<file path="src/rtl/signed_integer_to_custom_radix_text_macros.svh">
// Assertion macros for the signed integer to custom radix text block.
// Included by the datapath, the one module that carries concurrent checks; no dependencies.
`ifndef SIGNED_INTEGER_TO_CUSTOM_RADIX_TEXT_MACROS_SVH
`define SIGNED_INTEGER_TO_CUSTOM_RADIX_TEXT_MACROS_SVH

`ifndef SYNTHESIS
// same-cycle implication
`define SICRT_ASSERT_IMPL(lbl, clk, rstn, pre, post, msg) \
  lbl: assert property (@(posedge clk) disable iff (!rstn) (pre) |-> (post)) else $error(msg);
// next-cycle implication
`define SICRT_ASSERT_NEXT(lbl, clk, rstn, pre, post, msg) \
  lbl: assert property (@(posedge clk) disable iff (!rstn) (pre) |=> (post)) else $error(msg);
`else
`define SICRT_ASSERT_IMPL(lbl, clk, rstn, pre, post, msg)
`define SICRT_ASSERT_NEXT(lbl, clk, rstn, pre, post, msg)
`endif

`endif

</file>
<file path="src/rtl/sicrt_pkg.sv">
// Shared types and constants for the custom radix text block.
// No dependencies; imported by controller, datapath and top level.
`timescale 1ns / 1ps

package sicrt_pkg;

  localparam int NUM_W      = 32;
  localparam int CHAR_W     = 8;
  localparam int REG_W      = 64;
  localparam int NUM_REGS   = 8;
  localparam int CFG_IDX_W  = 4;
  localparam int CHARS      = 64;
  localparam int CHAR_IDX_W = 6;
  localparam int STEP_BITS  = 4;
  localparam int STEPS      = NUM_W / STEP_BITS;
  localparam int STEP_CNT_W = $clog2(STEPS);
  localparam int MAX_DIGITS = 32;
  localparam int PTR_W      = $clog2(MAX_DIGITS);
  localparam int SP_W       = $clog2(MAX_DIGITS + 1);

  localparam logic [CHAR_W-1:0] CH_PLUS  = 8'h2B;
  localparam logic [CHAR_W-1:0] CH_MINUS = 8'h2D;

  typedef struct packed {
    logic scan_init;
    logic scan_step;
    logic load;
    logic div_step;
    logic push;
    logic emit_sign;
    logic emit_digit;
  } sicrt_cmd_t;

  typedef struct packed {
    logic scan_done;
    logic base_ok;
    logic neg;
    logic num_zero;
    logic stack_empty;
    logic last_digit;
  } sicrt_sts_t;

endpackage

</file>
<file path="src/rtl/sicrt_ctrl.sv">
// Controller for the custom radix text block: sequences alphabet check,
// sign, digit division and character output. Depends on sicrt_pkg.
`timescale 1ns / 1ps

module sicrt_ctrl import sicrt_pkg::*; (
  input  logic       clk_i,
  input  logic       rst_ni,
  input  logic       start_i,
  input  logic       cfg_we_i,
  input  sicrt_sts_t sts_i,
  output sicrt_cmd_t cmd_o,
  output logic       busy_o
);

  typedef enum logic [2:0] {
    ST_IDLE,
    ST_SCAN,
    ST_SIGN,
    ST_DIV,
    ST_EMIT
  } state_e;

  state_e                 state_q, state_d;
  logic [STEP_CNT_W-1:0]  step_q, step_d;
  logic                   dirty_q, dirty_d;

  assign busy_o = dirty_q | (state_q != ST_IDLE);

  always_comb begin
    cmd_o   = '0;
    state_d = state_q;
    step_d  = step_q;
    unique case (state_q)
      ST_IDLE: begin
        if (dirty_q) begin
          cmd_o.scan_init = 1'b1;
          state_d         = ST_SCAN;
        end else if (start_i) begin
          cmd_o.load = 1'b1;
          step_d     = '0;
          if (sts_i.base_ok) begin
            state_d = ST_SIGN;
          end
        end
      end
      ST_SCAN: begin
        cmd_o.scan_step = 1'b1;
        if (sts_i.scan_done) begin
          state_d = ST_IDLE;
        end
      end
      ST_SIGN: begin
        cmd_o.emit_sign = sts_i.neg;
        state_d         = ST_DIV;
      end
      ST_DIV: begin
        if (step_q == '0 && sts_i.num_zero && !sts_i.stack_empty) begin
          state_d = ST_EMIT;
        end else begin
          cmd_o.div_step = 1'b1;
          if (step_q == STEP_CNT_W'(STEPS - 1)) begin
            cmd_o.push = 1'b1;
            step_d     = '0;
          end else begin
            step_d = step_q + 1'b1;
          end
        end
      end
      ST_EMIT: begin
        cmd_o.emit_digit = 1'b1;
        if (sts_i.last_digit) begin
          state_d = ST_IDLE;
        end
      end
      default: begin
        state_d = ST_IDLE;
      end
    endcase
    // a write during a check leaves the flag set, so the check reruns
    dirty_d = cfg_we_i | (dirty_q & ~cmd_o.scan_init);
  end

  always_ff @(posedge clk_i or negedge rst_ni) begin
    if (!rst_ni) begin
      state_q <= ST_IDLE;
      step_q  <= '0;
      dirty_q <= 1'b1;
    end else begin
      state_q <= state_d;
      step_q  <= step_d;
      dirty_q <= dirty_d;
    end
  end

endmodule

</file>
<file path="src/rtl/sicrt_dp.sv">
// Datapath for the custom radix text block: alphabet registers, alphabet
// check, radix-16 step divider, digit stack and output registers.
// Depends on sicrt_pkg and the assertion macro header.
`timescale 1ns / 1ps
`include "signed_integer_to_custom_radix_text_macros.svh"

module sicrt_dp import sicrt_pkg::*; #(
  parameter int MAX_BASE = 64
) (
  input  logic                     clk_i,
  input  logic                     rst_ni,
  input  logic                     cfg_we_i,
  input  logic [CFG_IDX_W-1:0]     cfg_idx_i,
  input  logic [REG_W-1:0]         cfg_wdata_i,
  input  logic signed [NUM_W-1:0]  number_value_i,
  input  sicrt_cmd_t               cmd_i,
  output sicrt_sts_t               sts_o,
  output logic                     text_valid_o,
  output logic [CHAR_W-1:0]        text_char_o,
  output logic                     last_char_o
);

  localparam int LEN_W = $clog2(MAX_BASE + 1);
  localparam int DIG_W = (MAX_BASE > 2) ? $clog2(MAX_BASE) : 1;
  localparam int REM_W = DIG_W + 1;

  logic [REG_W-1:0]   alpha_q [NUM_REGS];
  logic [CHAR_W-1:0]  chars [CHARS];

  logic [LEN_W-1:0]   scan_idx_q;
  logic [LEN_W-1:0]   base_len_q;
  logic               base_ok_q;
  logic [CHAR_W-1:0]  scan_char;
  logic [MAX_BASE-1:0] dup_lane;
  logic               scan_end;
  logic               scan_bad;

  logic [NUM_W-1:0]   num_q, num_d;
  logic [DIG_W-1:0]   rem_q, rem_d;
  logic               neg_q;
  logic [REM_W-1:0]   base_ext;

  logic [DIG_W-1:0]   stack_q [MAX_DIGITS];
  logic [SP_W-1:0]    sp_q;
  logic [SP_W-1:0]    sp_m1;
  logic [DIG_W-1:0]   top_digit;

  logic               out_valid_q;
  logic [CHAR_W-1:0]  out_char_q;
  logic               out_last_q;

  // alphabet registers
  always_ff @(posedge clk_i or negedge rst_ni) begin
    if (!rst_ni) begin
      for (int i = 0; i < NUM_REGS; i++) begin
        alpha_q[i] <= '0;
      end
    end else if (cfg_we_i && cfg_idx_i < CFG_IDX_W'(NUM_REGS)) begin
      alpha_q[cfg_idx_i[$clog2(NUM_REGS)-1:0]] <= cfg_wdata_i;
    end
  end

  for (genvar k = 0; k < CHARS; k++) begin : g_chars
    assign chars[k] = alpha_q[k / 8][(k % 8) * CHAR_W +: CHAR_W];
  end

  // alphabet check: one character per cycle against all earlier ones
  assign scan_char = chars[CHAR_IDX_W'(scan_idx_q)];

  for (genvar j = 0; j < MAX_BASE; j++) begin : g_dup
    assign dup_lane[j] = (LEN_W'(j) < scan_idx_q) && (chars[j] == scan_char);
  end

  assign scan_end = (scan_idx_q == LEN_W'(MAX_BASE)) || (scan_char == '0);
  assign scan_bad = !scan_end &&
                    ((scan_char == CH_PLUS) || (scan_char == CH_MINUS) || (|dup_lane));

  always_ff @(posedge clk_i or negedge rst_ni) begin
    if (!rst_ni) begin
      scan_idx_q <= '0;
      base_len_q <= '0;
      base_ok_q  <= 1'b0;
    end else if (cmd_i.scan_init) begin
      scan_idx_q <= '0;
      base_ok_q  <= 1'b0;
    end else if (cmd_i.scan_step) begin
      if (scan_end || scan_bad) begin
        base_ok_q  <= scan_end && (scan_idx_q >= LEN_W'(2));
        base_len_q <= scan_idx_q;
      end else begin
        scan_idx_q <= scan_idx_q + 1'b1;
      end
    end
  end

  // divider: STEP_BITS restoring steps per cycle, quotient shifts into num
  assign base_ext = REM_W'(base_len_q);

  always_comb begin
    logic [REM_W-1:0] r;
    logic [NUM_W-1:0] n;
    logic [DIG_W-1:0] rm;
    rm = rem_q;
    n  = num_q;
    for (int k = 0; k < STEP_BITS; k++) begin
      r = {rm, n[NUM_W-1]};
      n = {n[NUM_W-2:0], 1'b0};
      if (r >= base_ext) begin
        r    = r - base_ext;
        n[0] = 1'b1;
      end
      rm = r[DIG_W-1:0];
    end
    num_d = n;
    rem_d = rm;
  end

  always_ff @(posedge clk_i or negedge rst_ni) begin
    if (!rst_ni) begin
      rem_q <= '0;
      sp_q  <= '0;
    end else if (cmd_i.load) begin
      rem_q <= '0;
      sp_q  <= '0;
    end else if (cmd_i.div_step) begin
      rem_q <= cmd_i.push ? '0 : rem_d;
      if (cmd_i.push) begin
        sp_q <= sp_q + 1'b1;
      end
    end else if (cmd_i.emit_digit) begin
      sp_q <= sp_m1;
    end
  end

  always_ff @(posedge clk_i) begin
    if (cmd_i.load) begin
      neg_q <= number_value_i[NUM_W-1];
      num_q <= number_value_i[NUM_W-1] ? (NUM_W'(0) - NUM_W'(number_value_i))
                                       : NUM_W'(number_value_i);
    end else if (cmd_i.div_step) begin
      num_q <= num_d;
    end
  end

  // digit stack, least significant digit pushed first
  always_ff @(posedge clk_i) begin
    if (cmd_i.div_step && cmd_i.push) begin
      stack_q[sp_q[PTR_W-1:0]] <= rem_d;
    end
  end

  assign sp_m1     = sp_q - 1'b1;
  assign top_digit = stack_q[sp_m1[PTR_W-1:0]];

  // output registers
  always_ff @(posedge clk_i or negedge rst_ni) begin
    if (!rst_ni) begin
      out_valid_q <= 1'b0;
    end else begin
      out_valid_q <= cmd_i.emit_sign | cmd_i.emit_digit;
    end
  end

  always_ff @(posedge clk_i) begin
    if (cmd_i.emit_sign) begin
      out_char_q <= CH_MINUS;
      out_last_q <= 1'b0;
    end else if (cmd_i.emit_digit) begin
      out_char_q <= chars[CHAR_IDX_W'(top_digit)];
      out_last_q <= (sp_q == SP_W'(1));
    end
  end

  assign text_valid_o = out_valid_q;
  assign text_char_o  = out_char_q;
  assign last_char_o  = out_last_q;

  assign sts_o.scan_done   = scan_end | scan_bad;
  assign sts_o.base_ok     = base_ok_q;
  assign sts_o.neg         = neg_q;
  assign sts_o.num_zero    = (num_q == '0);
  assign sts_o.stack_empty = (sp_q == '0);
  assign sts_o.last_digit  = (sp_q == SP_W'(1));

  `SICRT_ASSERT_IMPL(a_rem_below_base, clk_i, rst_ni, base_ok_q, REM_W'(rem_q) < base_ext, "remainder not below base")
  `SICRT_ASSERT_IMPL(a_sp_bound, clk_i, rst_ni, 1'b1, sp_q <= SP_W'(MAX_DIGITS), "digit stack overflow")
  `SICRT_ASSERT_IMPL(a_pop_nonempty, clk_i, rst_ni, cmd_i.emit_digit, sp_q != '0, "pop from empty digit stack")
  `SICRT_ASSERT_NEXT(a_last_ends, clk_i, rst_ni, out_valid_q && out_last_q, !out_valid_q, "transfer after last character")

endmodule

</file>
<file path="src/rtl/signed_integer_to_custom_radix_text.sv">
// Signed 32-bit integer to text in a configurable alphabet radix, MSB first.
// The sign character, for a negative number, comes first, then the radix-16 step
// divider builds the digits, a check finds the number used up, then one character
// per cycle goes out; one item at a time. Results cannot be stalled.
// Reset (async, active low) clears the alphabet; after reset or any config
// write busy stays high while the alphabet is checked.
`timescale 1ns / 1ps

module signed_integer_to_custom_radix_text import sicrt_pkg::*; #(
  parameter int MAX_BASE = 64
) (
  input  logic                     clk_i,
  input  logic                     rst_ni,
  input  logic                     start,
  output logic                     busy,
  input  logic signed [NUM_W-1:0]  number_value_i,
  input  logic                     cfg_we_i,
  input  logic [CFG_IDX_W-1:0]     cfg_idx_i,
  input  logic [REG_W-1:0]         cfg_wdata_i,
  output logic                     text_valid_o,
  output logic [CHAR_W-1:0]        text_char_o,
  output logic                     last_char_o
);

  sicrt_cmd_t cmd;
  sicrt_sts_t sts;

  sicrt_ctrl u_ctrl (
    .clk_i    (clk_i),
    .rst_ni   (rst_ni),
    .start_i  (start),
    .cfg_we_i (cfg_we_i),
    .sts_i    (sts),
    .cmd_o    (cmd),
    .busy_o   (busy)
  );

  sicrt_dp #(
    .MAX_BASE (MAX_BASE)
  ) u_dp (
    .clk_i          (clk_i),
    .rst_ni         (rst_ni),
    .cfg_we_i       (cfg_we_i),
    .cfg_idx_i      (cfg_idx_i),
    .cfg_wdata_i    (cfg_wdata_i),
    .number_value_i (number_value_i),
    .cmd_i          (cmd),
    .sts_o          (sts),
    .text_valid_o   (text_valid_o),
    .text_char_o    (text_char_o),
    .last_char_o    (last_char_o)
  );

endmodule

</file>
<file path="config.mk">
export PLATFORM = sky130hd
export DESIGN_NAME = signed_integer_to_custom_radix_text
export DESIGN_NICKNAME = d
export VERILOG_FILES = /design/src/rtl/sicrt_pkg.sv /design/src/rtl/sicrt_ctrl.sv /design/src/rtl/sicrt_dp.sv /design/src/rtl/signed_integer_to_custom_radix_text.sv
export VERILOG_INCLUDE_DIRS = /design/src /design/src/rtl
export SDC_FILE = /design/constraint.sdc
export NUM_CORES = 2
export LEC_CHECK = 0
export BUFFER_PORTS_ARGS = -buffer_cell sky130_fd_sc_hd__buf_2
export CORE_MARGIN = 4
export CORE_UTILIZATION = 35
export CTS_CLUSTER_SIZE = 16
export DETAILED_ROUTE_END_ITERATION = 10
export GPL_TIMING_DRIVEN = 0
export SLEW_MARGIN = 40
export SYNTH_ARGS = -nofsm -noshare
export SYNTH_HDL_FRONTEND = slang
export SYNTH_SLANG_ARGS = --single-unit
</file>
<file path="constraint.sdc">
create_clock -name clk_i -period 14.8 [get_ports clk_i]
set_input_delay 0.74 -clock clk_i [delete_from_list [all_inputs] [get_ports clk_i]]
set_output_delay 0.74 -clock clk_i [all_outputs]
set_load 0.01 [all_outputs]
</file>
==> flow_summary_export.csv <==
group,metric,value,unit
critical_path,cpMostUsedCell,"sky130_fd_sc_hd__a21o_1",
global_route,grt_use_total,45.9,%
global_route,first_global_vias,40700,
hold_path,class_of_the_most_critical_hold_timing_path,"in2reg",
timing,finalWorstPathRequiredPeriod,11000,ps
power_and_ir_drop,power,0.00805,W
floorplanning,placeableCoreArea,136000,sq um
floorplanning,initial_utilization,35.3,%
route,post-route-drc-count,0,
timing,final_hold_viol_count,0,
synthesis,synth_top_flop_cell,"sky130_fd_sc_hd__dfrtp_1",
synthesis,synth.largest_area_cell,"sky130_fd_sc_hd__dfrtp_1",
cells_and_area,n_fill_cell,13100,
floorplanning,rows,135,
cts,cts_resized,0,
place,portBuffers,114,
synthesis,yosysSeqAreaShare,43.1,%
timing,worst_slew_margin_rel,27.0,%
cts,hold_buffers,1,
synthesis,synth.area.top_cells,"sky130_fd_sc_hd__dfrtp_1, sky130_fd_sc_hd__edfxtp_1, sky130_fd_sc_hd__mux2_2",
cts,clock_sink_count,781,
global_route,grt_use_met3,15.7,%
global_route,met1_usage,53.0,%
timing,timing.final.ws_setup,3800,ps
route,firstDrtPassIters,8,
synthesis,synth-edff-count,225,
synthesis,ys_async_sr_fraction,70.0,%
critical_path,timing.critical_path.to,"u_dp.stack_q[26][3]",
synthesis,distinct_cells_synth,72,
cells_and_area,fin_nets,4706,
power_and_ir_drop,power_per_cell_area,145,nW/um^2
cells_and_area,drive_above_1_share,28.1,%
floorplanning,dieWidth,378,um
global_route,globalRoute.busiestLayer,"met2",
critical_path,timing.critical_path.slowest_stage_cell,"sky130_fd_sc_hd__mux2_2",
synthesis,yosys_warnings,0,
route,route.vias.total,42400,
global_route,grt_pass1_wl,422000,um
cells_and_area,final_core_utilization,40.9,%
cts,cts_tree,"built",
power_and_ir_drop,power_leakage,21.9,nW
synthesis,synthCells,4305,
cells_and_area,flow.area_growth_from_synthesis,16.0,%
power_and_ir_drop,peakVddDrop,111,uV
status,status,"completed",
synthesis,synth.cell_area,47900,sq um
critical_path,crit_path_start,"u_dp.base_ext[1]",
floorplanning,die_h,378,um
critical_path,crit_arrival,11440,ps
cts,clock_latency,770,ps
timing,holdWs,242,ps
cts,clk_transition_reported_paths,60,ps
timing,post_route_clock_period_utilization,74.3,%
global_route,grt_util_met2,68.0,%
timing,worst_slew_pin_slew,1090,ps
timing,max_freq,90.9,MHz
cts,clock_tree.htree_level_count,3,
critical_path,reg2reg_depth,47,
synthesis,portion_of_synthesized_cell_area_occupied_by_the_leading_cell_type,28.5,%
cells_and_area,most-common-layout-cells,"sky130_fd_sc_hd__dfrtp_1, sky130_fd_sc_hd__nand2_1, sky130_fd_sc_hd__mux2_2, sky130_fd_sc_hd__xor2_1, sky130_fd_sc_hd__edfxtp_1",
cts,tritoncts_buffers,89,
critical_path,cp-start-kind,"register",
cts,cts.repair_timing.setup_buffer_count,0,
synthesis,syn-num-nets,4451,
critical_path,timing.reg2reg.setup_slack,3800,ps
cts,cts_max_path_buffers,3,
critical_path,worstPathMaxFanout,33,
synthesis,yosys_register_bits,781,
route,routed_wirelength,332000,um
place,dp_slack,3730,ps
cells_and_area,final_common_cell,"sky130_fd_sc_hd__dfrtp_1",
critical_path,cp-end-kind,"register",
critical_path,timing.setup.critical_path_class,"reg2reg",
critical_path,worstPathRequired,15240,ps
timing,unrepaired_setup_endpoints_after_global_routing,"no",
route,drt-initial-drc-count,5830,
timing,report.final.slew_viol_count,0,
floorplanning,boundaryPins,115,
critical_path,critical_path.max_stage_delay,790,ps
flow_run,maxCapViolCount,0,
timing,skew,85.8,ps
critical_path,crit-reg2reg-launch,"u_dp.base_ext[1]",
route,via_per_inst,6.60,
global_route,largest_net_degree_at_the_start_of_global_routing,71,
global_route,gr-total-overflow,0,
critical_path,rr_endpoint,"u_dp.stack_q[26][3]",
global_route,antenna_violations_before_repair,35,
timing,report.final.setup_viol,0,
timing,timing.setup.tns,0,ps
place,routability_driven_placement_congestion_ratio,1.10,
place,detailed_place_hpwl,257000,um
synthesis,postSynthAreaPerCell,11.1,sq um
route,ant_nets,0,
cts,ctsRootBufferMaster,"sky130_fd_sc_hd__clkbuf_16",
floorplanning,die_area,143000,sq um
route,routedWlPerCell,51.7,um
## registers in the layout, indices dropped and copies added (netlist names), 3 cells and up
signal and count:
u_dp.scan_idx_q 7, u_dp.stack_q 192, u_dp.rem_q 6, u_dp.text_char_o 8
u_ctrl.state_q 3, u_dp.base_ext 7, u_dp.num_q 32, u_dp.alpha_q 512
u_ctrl.step_q 3, u_dp.sp_q 6
## cells in the mapped netlist (59+ instances only)
library cell               number
sky130_fd_sc_hd__a211oi_1     100
sky130_fd_sc_hd__a21oi_1       79
sky130_fd_sc_hd__a22oi_1       75
sky130_fd_sc_hd__and2_1        82
sky130_fd_sc_hd__buf_2         73
sky130_fd_sc_hd__clkbuf_1     168
sky130_fd_sc_hd__dfrtp_1      546
sky130_fd_sc_hd__edfxtp_1     225
sky130_fd_sc_hd__mux2_2       528
sky130_fd_sc_hd__mux2i_1      212
sky130_fd_sc_hd__mux4_2        95
sky130_fd_sc_hd__nand2_1      544
sky130_fd_sc_hd__nand3_1       71
sky130_fd_sc_hd__nand4_1      113
sky130_fd_sc_hd__nor2_1        87
sky130_fd_sc_hd__nor3_1        59
sky130_fd_sc_hd__o21ai_0       86
sky130_fd_sc_hd__xnor2_1      198
sky130_fd_sc_hd__xor2_1       372
## routing by layer
layer / wire length, um / part of all wire [%] / vias to the layer above
met2: 141000 / 42 / 3080
met3: 33800 / 10 / 1009
met4: 36500 / 11 / 24
met5: 493 / 0.15 / -
li1: - / - / 16300
met1: 120000 / 36 / 22000
## layout make-up
| class | instances | area, sq um | area share (%) |
|---|---|---|---|
| timing repair buffer | 164 | 1540 | 2.77 |
| tap | 1781 | 2230 | 4.01 |
| buffer | 331 | 1920 | 3.46 |
| inverter | 38 | 143 | 0.257 |
| clock buffer | 119 | 2440 | 4.39 |
| clock inverter | 44 | 673 | 1.21 |
| multi-input combinational | 3155 | 25900 | 46.7 |
| sequential | 781 | 20600 | 37.1 |
| antenna | 12 | 30.0 | 0.0541 |
## worst min path at each step
stage / cells after the start / startpoint / end
6_report: 1 / number_value_i[31] / u_dp.neg_q
5_1_grt: 1 / number_value_i[31] / u_dp.neg_q
4_1_cts: 1 / number_value_i[31] / u_dp.neg_q
3_5_place_dp: 1 / u_dp.text_char_o[7] / u_dp.text_char_o[7]
3_3_place_gp: 1 / u_dp.text_char_o[3] / u_dp.text_char_o[3]
2_1_floorplan: 0 / rst_ni / u_ctrl.state_q[0]
## power breakdown
group | internal, W | leakage (nW) | total, W | switching, W
clock | 0.00135 | 1.50 | 0.00239 | 0.00104
combinational | 0.000853 | 11.2 | 0.00238 | 0.00153
sequential | 0.00253 | 9.16 | 0.00327 | 0.000742
## metrics by stage
| stage | cell area [sq um] | cells |
|---|---|---|
| after detailed placement | 52200 | 6247 |
| after global routing | 55500 | 6414 |
| after global placement | 50700 | 6200 |
| after floorplan | 47900 | 4305 |
| final | 55500 | 6425 |
| after CTS | 55400 | 6411 |
## worst max-delay path: cells and delay by family (launching register included)
| family | cells | cell delay (ps) |
|---|---|---|
| flops | 1 | 530 |
| mux | 2 | 1160 |
| compound gates | 25 | 5240 |
| simple gates | 8 | 980 |
| buf+inv | 8 | 1540 |
| fa+ha+maj | 4 | 1150 |
## kinds of logic after synthesis
family                     synth area share, %
and+or+nand+nor                           10.4
muxes                                     21.4
DFF                                       43.1
AOI/OAI and AO/OA                         9.52
xor gates and xnor gates                  10.4
buffers and inverters                     3.98
adders and majority gates                 1.16
Note: power is estimated with default switching activity, not from simulation.
